$ cat src/rtl/core/dlfb_ram.sv
// dlfb_ram: generic simple dual-port ram, one write and one registered read port
// no dependencies
`default_nettype none
module dlfb_ram #(
    parameter int WIDTH = 16,
    parameter int DEPTH = 16,
    localparam int AW = (DEPTH > 1) ? $clog2(DEPTH) : 1
) (
    input  wire logic             i_clk,
    input  wire logic             i_we,
    input  wire logic [AW-1:0]    i_waddr,
    input  wire logic [WIDTH-1:0] i_wdata,
    input  wire logic [AW-1:0]    i_raddr,
    output logic      [WIDTH-1:0] o_rdata
);
    logic [WIDTH-1:0] r_mem [DEPTH];

    always_ff @(posedge i_clk) begin
        if (i_we) begin
            r_mem[i_waddr] <= i_wdata;
        end
        o_rdata <= r_mem[i_raddr];
    end
endmodule
`default_nettype wire

$ cat config.mk
export PLATFORM = sky130hd
export DESIGN_NAME = dlfb_ram
export DESIGN_NICKNAME = d
export VERILOG_FILES = /design/src/rtl/core/dlfb_ram.sv
export SDC_FILE = /design/constraint.sdc
export NUM_CORES = 1
export LEC_CHECK = 0
export ABC_AREA = 1
export BUFFER_PORTS_ARGS = -buffer_cell sky130_fd_sc_hd__buf_2
export CORE_MARGIN = 1
export CORE_UTILIZATION = 60
export CTS_CLUSTER_SIZE = 24
export DETAILED_ROUTE_END_ITERATION = 8
export PLACE_DENSITY_LB_ADDON = 0.12
export SLEW_MARGIN = 20
export SYNTH_ARGS = -nofsm -noshare
export SYNTH_HDL_FRONTEND = slang
export SYNTH_SLANG_ARGS = --single-unit
$ cat constraint.sdc
create_clock -name i_clk -period 2.8 [get_ports i_clk]
set_input_delay 0.28 -clock i_clk [delete_from_list [all_inputs] [get_ports i_clk]]
set_output_delay 0.28 -clock i_clk [all_outputs]
set_load 0.01 [all_outputs]
==> summary.md, run 1 <==
- 70.4% — sequential-to-total area share from yosys stat
- flip-flops — cell class contributing the biggest share of worst-path delay
- 7,319 — routed via count
- 25,300 um — wire length after detailed routing
- 8.83 ps — clock skew after layout
- 19,500 um2 — overall die area
- 0 — final number of max-transition violations
- dfxtp_1 — worst-path cell with the longest stage delay
- 410 ps — delay contributed by the slowest stage of the critical path
- 60 ps — CTS clk-pin slew, worst paths
- 0.00553 uW — Leak Pwr
- 272 — number of clock sinks seen by CTS
- 21.3% — net switching fraction of the power
- 0 — Finish-stage setup viols
- 140 um — die outline height
- 2520 ps — required time at the endpoint of the critical path
- in -> reg — hold crit path type
- 630 — Detailed Route Iter0 Violations
- 0.798 — gp weighted congestion
- 18,600 um2 — Core Box Area
- 8730 uW — Total Power
- 0 — post-CTS setup-driven buffer insertion count
- 530 ps — clk_lat worst skew
- 0 — initial antenna violation count
- 0 ps — setup_tns
- 0 — number of remaining DRC errors
- 0 — number of antenna cells inserted
- 45.2% — relative slew slack
- 7,008 — via count of the first global-routing pass
- 1 — H-tree Lvls
- 0.000625 V — worst-case vdd ir drop
- 68.7% — fin util
- 1,074 — gate count of the mapped netlist
- 822 ps — slew at the pin closest to its max-slew limit
- 28 — Inserted Clock Buffers
- 49.8% — Final Cycle Share
- 0 — post-detailed-route count of antenna-violating nets
- 682 nW/um2 — Power Density
- 5.32 — via count normalized by instance count
- 18.4 um — average routed wire per standard cell
- 1,405 — layout filler cell count
- 13,800 um — HPWL reported at the end of detailed placement
- 272 — register bit total from synthesis
- 6.1% — Logic pwr share
- 4 — number of iterations in the first detailed-routing pass
- 41 — count of input and output buffers
- 6880 uW — Int Pwr
- 1,145 — fin nets
- 0 — post-CTS resize count
- 1 — Worst Path Max Fanout
- output port — Crit. End Element
- 50 — number of rows in the core area
- 39,200 um — wire length of the first global-routing pass
- 13 — Synth cell types
- buf_2 — cell breakdown of the critical path
- 0 — final global-route overflow total
- 129 — largest net degree at the start of global routing
- 1,100 — post-synthesis net count
- 0 — total of warnings raised by yosys
- 3 — worst-case clock buffer depth
- 10.6 um2 — mean instance size in the synthesized netlist
- 11.0% — share of post-route cells with drive strength above 1
- 26.8% — global-route usage over all layers
- completed — result of the run
- 12.5% — area growth from synthesis to final layout
- 1110 ps — data arrival at the endpoint of the critical path
- 0 — final hold violations
- 42 — number of ports placed on the die boundary
- 1860 uW — Net Sw Power
- clkbuf_16 — Clk Tree Root Cell
- 0 — post-cts hold buffer count
- 1390 ps — final critical delay including setup and external delays
- flip-flop — startpoint type of the worst setup path
- 41.5% — share of power burned in the clock network
- 140 um — die boundary width
- 0.717 GHz — achievable clock frequency
- 11,400 um2 — Syn Std Cell Area
- reg -> out — path type of the worst setup path
- 61.0% — effective utilization at floorplan
- no — RSZ-0062 raised after global routing
- 0 — number of maximum-capacitance violations
- 52.4% — register share of total power
- 1 — buffers plus inverters on the worst setup path
- 131 ps — Worst Hold Margin
- done — clock tree from TritonCTS
-- stage by stage --
step           instances  instance area (um2)  setup slack, ps
6_report            1375                12800             1410
5_1_grt             1375                12800             1390
4_1_cts             1375                12800             1410
3_5_place_dp        1323                11900             1030
3_3_place_gp        1323                11900             1060
2_1_floorplan       1074                11400             1220
-- synth_stat cells, drive strengths merged --
master	instances	share of area, %
nand2	341	11
edfxtp	256	68
inv	198	6.5
nand3	193	8.5
buf	41	2.4
nor2	17	0.56
dfxtp	16	2.8
clkbuf	10	0.33
nand3b	2	0.13
-- worst register-to-register path: stages, from the launching register on --
cell and delay (ps):
edfxtp_1 370, inv_1 60, nand2_1 50, nand3_1 110, nand3_1 90, nand3_1 120, nand2_1 110
-- worst paths after layout --
check | from | to | slack, ps | cells past startpoint
min reg2reg | r_mem[10][10] | o_rdata[10] | 660 | 6
max | o_rdata[8] | o_rdata[8] | 1410 | 1
max reg2reg | r_mem[1][9] | o_rdata[9] | 1760 | 6
min | i_wdata[15] | r_mem[13][15] | 130 | 1
-- cell families (layout without fill, tap and decap cells) --
family / after synthesis / after routing / share of synthesized area (%)
buffers and inverters: 249 / 316 / 9.21
flip-flops: 272 / 272 / 70.4
AND/OR/NAND/NOR: 553 / 553 / 20.4
-- power groups by stage --
| stage | Combinational, uW | Sequential [uW] | Clock, uW |
|---|---|---|---|
| final | 535 | 4580 | 3620 |
| after global routing | 592 | 4580 | 3830 |
| after CTS | 537 | 4580 | 3670 |
| after detailed placement | 534 | 4660 | 0 |
| after global placement | 530 | 4660 | 0 |
| after floorplan | 307 | 4670 | 0 |
-- registers in the layout, indices dropped and copies added, names as in the netlist --
name     count
o_rdata     16
r_mem      256
-- metal layers --
| layer | routed length, um | global-route usage [%] | share of wire [%] |
|---|---|---|---|
| met5 | 0 | 0 | 0 |
| met4 | 641 | 9.54 | 2.5 |
| met3 | 1550 | 3.13 | 6.1 |
| met2 | 12000 | 42.9 | 47 |
| met1 | 11200 | 38.3 | 44 |
-- layout make-up --
| type | count | area (um2) | area share [%] |
|---|---|---|---|
| flip-flops and latches | 272 | 8010 | 62.5 |
| repair buffers | 66 | 483 | 3.77 |
| clock inverters | 14 | 115 | 0.899 |
| inverters | 198 | 746 | 5.82 |
| well taps | 234 | 293 | 2.29 |
| multi-input cells | 553 | 2360 | 18.5 |
| clock buffers | 38 | 800 | 6.24 |
-- cell usage in the layout (no fill, tap or decap) --
cell type	Yosys	layout
inv_4	0	1
clkbuf_16	0	29
clkbuf_8	0	4
nor2_2	0	16
clkbuf_1	10	5
bufinv_16	0	2
inv_2	2	1
buf_12	0	7
nor2_1	17	1
nand3b_1	2	2
clkinv_2	0	5
inv_1	196	196
nand2_1	341	341
nand3_1	193	193
dfxtp_1	16	16
clkinvlp_4	0	1
edfxtp_1	256	256
buf_4	18	19
clkinv_1	0	6
buf_2	19	40
Note: power is estimated with default switching activity, not from simulation.
==> run 2, diff against run 1 <==
--- a/config.mk
+++ b/config.mk
@@ -5,7 +5,7 @@
 export SDC_FILE = /design/constraint.sdc
 export NUM_CORES = 1
 export LEC_CHECK = 0
-export ABC_AREA = 1
+export ABC_AREA = 0
 export BUFFER_PORTS_ARGS = -buffer_cell sky130_fd_sc_hd__buf_2
 export CORE_MARGIN = 1
 export CORE_UTILIZATION = 60
==> constraint.sdc (replaced) <==
create_clock -name i_clk -period 1.5 [get_ports i_clk]
set_input_delay 0.15 -clock i_clk [delete_from_list [all_inputs] [get_ports i_clk]]
set_output_delay 0.15 -clock i_clk [all_outputs]
set_load 0.01 [all_outputs]
==> summary.md, run 2 <==
- 10.3 ps — clock skew after layout
- edfxtp_1 — dominant cell by count in the synthesized netlist
- 27.2 um — average routed wire per standard cell
- 60 ps — CTS clk-pin slew, worst paths
- o_rdata[14] — end of the critical path
- 131 um — die outline height
- o_rdata[14] — critical register-to-register path endpoint
- 131 um — die boundary width
- -68.6 ps — Post-Place Worst Slack
- 19 — Synth cell types
- 0 — number of maximum-capacitance violations
- completed — result of the run
- edfxtp_1 — main flop type after synthesis
- 174 ps — post-layout worst setup margin
- 46 — number of rows in the core area
- 42 — number of ports placed on the die boundary
- 0% — async set-or-reset flop fraction in the synthesized netlist
- 23.2 um2 — mean instance size in the synthesized netlist
- no — RSZ-0062 raised after global routing
- 272 — number of clock sinks seen by CTS
- 76.5% — area share of the largest cell type after synthesis
- 5 — post-cts hold buffer count
- 6.37 — via count normalized by instance count
- 1900 ps — required time at the endpoint of the critical path
- 319 ps — slew at the pin closest to its max-slew limit
- 0 — Finish-stage setup viols
- 5 — number of iterations in the first detailed-routing pass
- 256 — Post-synth EDFFs
- 0 — post-CTS resize count
- 458 — post-synthesis net count
- 595 — Detailed Route Iter0 Violations
- 1990 um2 — area used by multi-input combinational logic
- 30,500 um — wire length of the first global-routing pass
- 17,300 um2 — overall die area
- 0 — initial antenna violation count
- 1850 um — met3 WL
- 0.754 GHz — achievable clock frequency
- met4 — highest routed layer
- 16,100 um2 — Core Box Area
- in -> reg — hold crit path type
- done — clock tree from TritonCTS
- 545 — fin nets
- 0 — number of remaining DRC errors
- reg -> reg — path type of the worst setup path
- r_mem[8][14] — CP startpoint
- 78.7% — relative slew slack
- 79.7% — sequential-to-total area share from yosys stat
- 0 — final global-route overflow total
- 10,000 um — amount of wire on met2 after detailed routing
- 8180 um — met1 routed wirelength after detailed routing
- 17.3% — area growth from synthesis to final layout
- 0 — final number of max-transition violations
- 1 — Worst Path Max Fanout
- edfxtp_1 (77%), mux4_2 (12%), dfxtp_1 (3.2%), mux4_1 (2.6%), a22oi_1 (2.4%) — most area-consuming cells after synthesis
- 0 — post-detailed-route count of antenna-violating nets
- 0 — number of antenna cells inserted
- 0 — final hold violations
- edfxtp_1 — most common library cell in the layout ignoring fill and taps
- 11,100 um — HPWL reported at the end of detailed placement
- 24.6% — global-route usage over all layers
- clkbuf_16 — Clk Tree Root Cell
- 5,014 — via count of the first global-routing pass
- 3 — depth of the worst register-to-register path
- 41 — count of input and output buffers
- 1730 ps — data arrival at the endpoint of the critical path
- 1310 nW/um2 — Power Density
- 4,794 — routed via count
- 520 ps — clk_lat worst skew
- 0.000982 V — worst-case vdd ir drop
- 272 — register bit total from synthesis
- flip-flop — Crit. End Element
- 62.3% — effective utilization at floorplan
- 0.00389 uW — Leak Pwr
- edfxtp_1 (256), mux4_2 (54), buf_2 (40) — leading cell types in the layout, fill and taps excluded
- 432 — gate count of the mapped netlist
- 0.718 — gp weighted congestion
- 88.4% — Final Cycle Share
- 1330 ps — final critical delay including setup and external delays
- 0 — post-CTS setup-driven buffer insertion count
- 26 — Inserted Clock Buffers
- r_mem — top register by number of flip-flops
- 963 — layout filler cell count
- 20,500 um — wire length after detailed routing
- 29 — largest net degree at the start of global routing
- 3 — worst-case clock buffer depth
- 10,000 um2 — Syn Std Cell Area
- 8010 um2 — total area of sequential cells
- flip-flop — startpoint type of the worst setup path
- r_mem[8][14] — launching point of the worst reg2reg path
- 256 — flip-flop count of the largest register, all copies and words added
- 0 — total of warnings raised by yosys
- r_mem x256, o_rdata x16 — largest registers in the final layout
- 33.7% — share of post-route cells with drive strength above 1
- 170 ps — flop2flop setup slack
- edfxtp_1 — largest area contributor in the netlist
- 15,500 uW — Total Power
- 1 — H-tree Lvls
- edfxtp_1 (256), mux4_2 (54), a22oi_1 (32) — top post-synthesis cells by count
run 2: cell count changes after synthesis, moves of 4 or more:
cell     delta
nor3_1      +4
nand3_1   -192
buf_4      -15
a22oi_1    +32
nand2_1   -324
inv_1     -196
buf_2      -16
mux4_2     +54
mux4_1     +10
nor2_1      -4
run 2: logic make-up after synthesis:
group	share of synthesized area (%)
flops	79.7
mux	14.7
simple gates	1.92
compound gates	2.39
buf+inv	1.23
run 2: final cells by class:
type | instances | area share (%)
multi-input cells | 139 | 16.9
flip-flops and latches | 272 | 68.0
well taps | 216 | 2.29
clock inverters | 11 | 0.627
repair buffers | 80 | 6.05
clock buffers | 35 | 6.16
run 2: metal layers:
| layer | GRT usage, % | up-vias |
|---|---|---|
| met5 | 0 | - |
| met4 | 7.56 | 0 |
| met3 | 4.98 | 37 |
| met2 | 39.2 | 229 |
| met1 | 35.2 | 2514 |
| li1 | - | 2014 |
run 2: stage by stage:
stage	TNS, ps	area, um2	instances	util (%)	hold slack, ps
2_1_floorplan	-8210	10100	432	-	249
3_3_place_gp	-87.5	10900	702	67.8	516
3_5_place_dp	-287	10900	702	67.8	528
4_1_cts	0	11800	753	73.1	1.63
5_1_grt	0	11800	753	73.1	6.60
6_report	0	11800	753	73.1	9.84
run 2: critical path, cell delays in order, from the launching register on:
cell and delay (ps):
edfxtp_1 410, mux4_2 510, a22oi_1 220, nand2_1 70
run 2: power breakdown:
part	internal [uW]	switching (uW)	total (uW)
Clock	3540	2580	6120
Sequential	8490	48.8	8540
Combinational	358	458	816
run 2: worst min-delay path by stage:
stage	start	to	slack [ps]	cells past startpoint
6_report	i_wdata[10]	r_mem[14][10]	10	1
5_1_grt	i_wdata[5]	r_mem[8][5]	7	1
4_1_cts	i_wdata[0]	r_mem[12][0]	2	1
3_5_place_dp	i_wdata[13]	r_mem[3][13]	530	1
3_3_place_gp	i_wdata[13]	r_mem[2][13]	520	1
2_1_floorplan	i_wdata[0]	r_mem[0][0]	250	0
==> run 3, diff against run 2 <==
--- a/config.mk
+++ b/config.mk
@@ -7,11 +7,13 @@
 export LEC_CHECK = 0
 export ABC_AREA = 0
 export BUFFER_PORTS_ARGS = -buffer_cell sky130_fd_sc_hd__buf_2
+export CORE_ASPECT_RATIO = 1.5
 export CORE_MARGIN = 1
 export CORE_UTILIZATION = 60
 export CTS_CLUSTER_SIZE = 24
 export DETAILED_ROUTE_END_ITERATION = 8
 export PLACE_DENSITY_LB_ADDON = 0.12
+export REMOVE_ABC_BUFFERS = 1
 export SLEW_MARGIN = 20
 export SYNTH_ARGS = -nofsm -noshare
 export SYNTH_HDL_FRONTEND = slang
==> summary.md, run 3 (synthesis results as in run 2) <==
- 20,900 um — wire length after detailed routing
- r_mem — top register by number of flip-flops
- met2 — global route hottest layer
- 42 — number of ports placed on the die boundary
- 530 ps — delay contributed by the slowest stage of the critical path
- 61.8% — effective utilization at floorplan
- 0 — final global-route overflow total
- no — RSZ-0062 raised after global routing
- 0 ps — setup_tns
- mux4_1 > a22oi_1 > nand2_1 — cell breakdown of the critical path
- 88.0% — Final Cycle Share
- 6.40 — via count normalized by instance count
- 0 — number of antenna cells inserted
- edfxtp_1 — most common library cell in the layout ignoring fill and taps
- 70 ps — CTS clk-pin slew, worst paths
- 5,009 — via count of the first global-routing pass
- 23 — Inserted Clock Buffers
- 35.1% — global routing met1 resource utilization
- 550 — fin nets
- clkbuf_16 — Clk Tree Root Cell
- 18.2% — area growth from synthesis to final layout
- 31,000 um — wire length of the first global-routing pass
- 34 — largest net degree at the start of global routing
- 256 — flip-flop count of the largest register, all copies and words added
- 28.0 um — average routed wire per standard cell
- flip-flop — Crit. End Element
- 10,900 um2 — cell area reported after detailed placement
- 12,000 um — HPWL reported at the end of detailed placement
- 5 — number of iterations in the first detailed-routing pass
- 0 — post-CTS setup-driven buffer insertion count
- 4 — post-cts hold buffer count
- completed — result of the run
- 1050 ps — slew at the pin closest to its max-slew limit
- r_mem x256, o_rdata x16 — largest registers in the final layout
- 26.3 ps — clock skew after layout
- 0 — post-CTS resize count
- reg -> reg — path type of the worst setup path
- 0.757 GHz — achievable clock frequency
- 73.0% — fin util
- 0 — Finish-stage setup viols
- 0 — buffers plus inverters on the worst setup path
- 381 — Detailed Route Iter0 Violations
- flip-flop — startpoint type of the worst setup path
- 1370 nW/um2 — Power Density
- 3 — worst-case clock buffer depth
- 0 — final number of max-transition violations
- 29.6% — relative slew slack
- 0 — number of remaining DRC errors
- 0.00130 V — worst-case vdd ir drop
- 272 — number of clock sinks seen by CTS
- 36.2% — share of post-route cells with drive strength above 1
- 0 — post-detailed-route count of antenna-violating nets
- 3.77% — GRT met3 Usage
- 42.6% — met2 routing resource usage after global routing
- 0.758 — gp weighted congestion
- 520 ps — clk_lat worst skew
- 1 — Worst Path Max Fanout
- 11,900 um2 — post-route design area
- 1320 ps — final critical delay including setup and external delays
- in -> reg — hold crit path type
- 16,300 um2 — Core Box Area
- 41 — count of input and output buffers
- done — clock tree from TritonCTS
- 57 — number of rows in the core area
- 25.6% — global-route usage over all layers
- 1920 ps — required time at the endpoint of the critical path
- 108 um — die boundary width
- mux4_1 — worst-path cell with the longest stage delay
- edfxtp_1 (256), mux4_2 (54), buf_2 (40) — leading cell types in the layout, fill and taps excluded
- 0 — number of maximum-capacitance violations
- 0 — final hold violations
- 4,783 — routed via count
- 1 — H-tree Lvls
- 17,300 um2 — overall die area
- 1740 ps — data arrival at the endpoint of the critical path
- multiplexers — cell class contributing the biggest share of worst-path delay
- 0.00396 uW — Leak Pwr
- 1 — initial antenna violation count
- 160 um — die outline height
run 3: path summary, 6_finish.rpt:
path	startpoint	end	slack (ps)	cells after the start
hold reg to reg	r_mem[15][1]	o_rdata[1]	670	3
setup reg to reg	r_mem[0][4]	o_rdata[4]	180	3
setup / recovery	r_mem[0][4]	o_rdata[4]	180	3
hold / removal	i_wdata[8]	r_mem[5][8]	4	1
run 3: layout make-up:
cell class | count | area (um2)
Sequential cell | 272 | 8010
Fill cell | 948 | 4390
Multi-Input combinational cell | 139 | 1960
Timing Repair Buffer | 88 | 758
Clock buffer | 26 | 617
Clock inverter | 16 | 270
Tap cell | 206 | 258
run 3: worst reg2reg max path, cell delays in order, from the launching register on:
cell and delay [ps]:
edfxtp_1 370, mux4_1 530, a22oi_1 230, nand2_1 80
run 3: where the power goes:
part | total (uW) | internal (uW) | switching, uW
clock | 6840 | 4190 | 2650
combinational | 829 | 371 | 458
sequential | 8540 | 8490 | 55.6
total | 16200 | 13000 | 3160
run 3: stage by stage:
step                      worst slack (ps)  total power [uW]  hold slack (ps)  cells
final                                  179             16200             4.29    747
after global routing                   113             16600             9.60    747
after CTS                              172             16300             3.16    747
after detailed placement              -154              9540              536    701
after global placement                -157              9500              513    701
after floorplan                       -705              9050              249    411
run 3: per-layer routing:
layer / wire length [um] / part of all wire [%]
met5: 13 / 0.062
met4: 583 / 2.8
met1: 8160 / 39
met3: 1240 / 5.9
met2: 10900 / 52
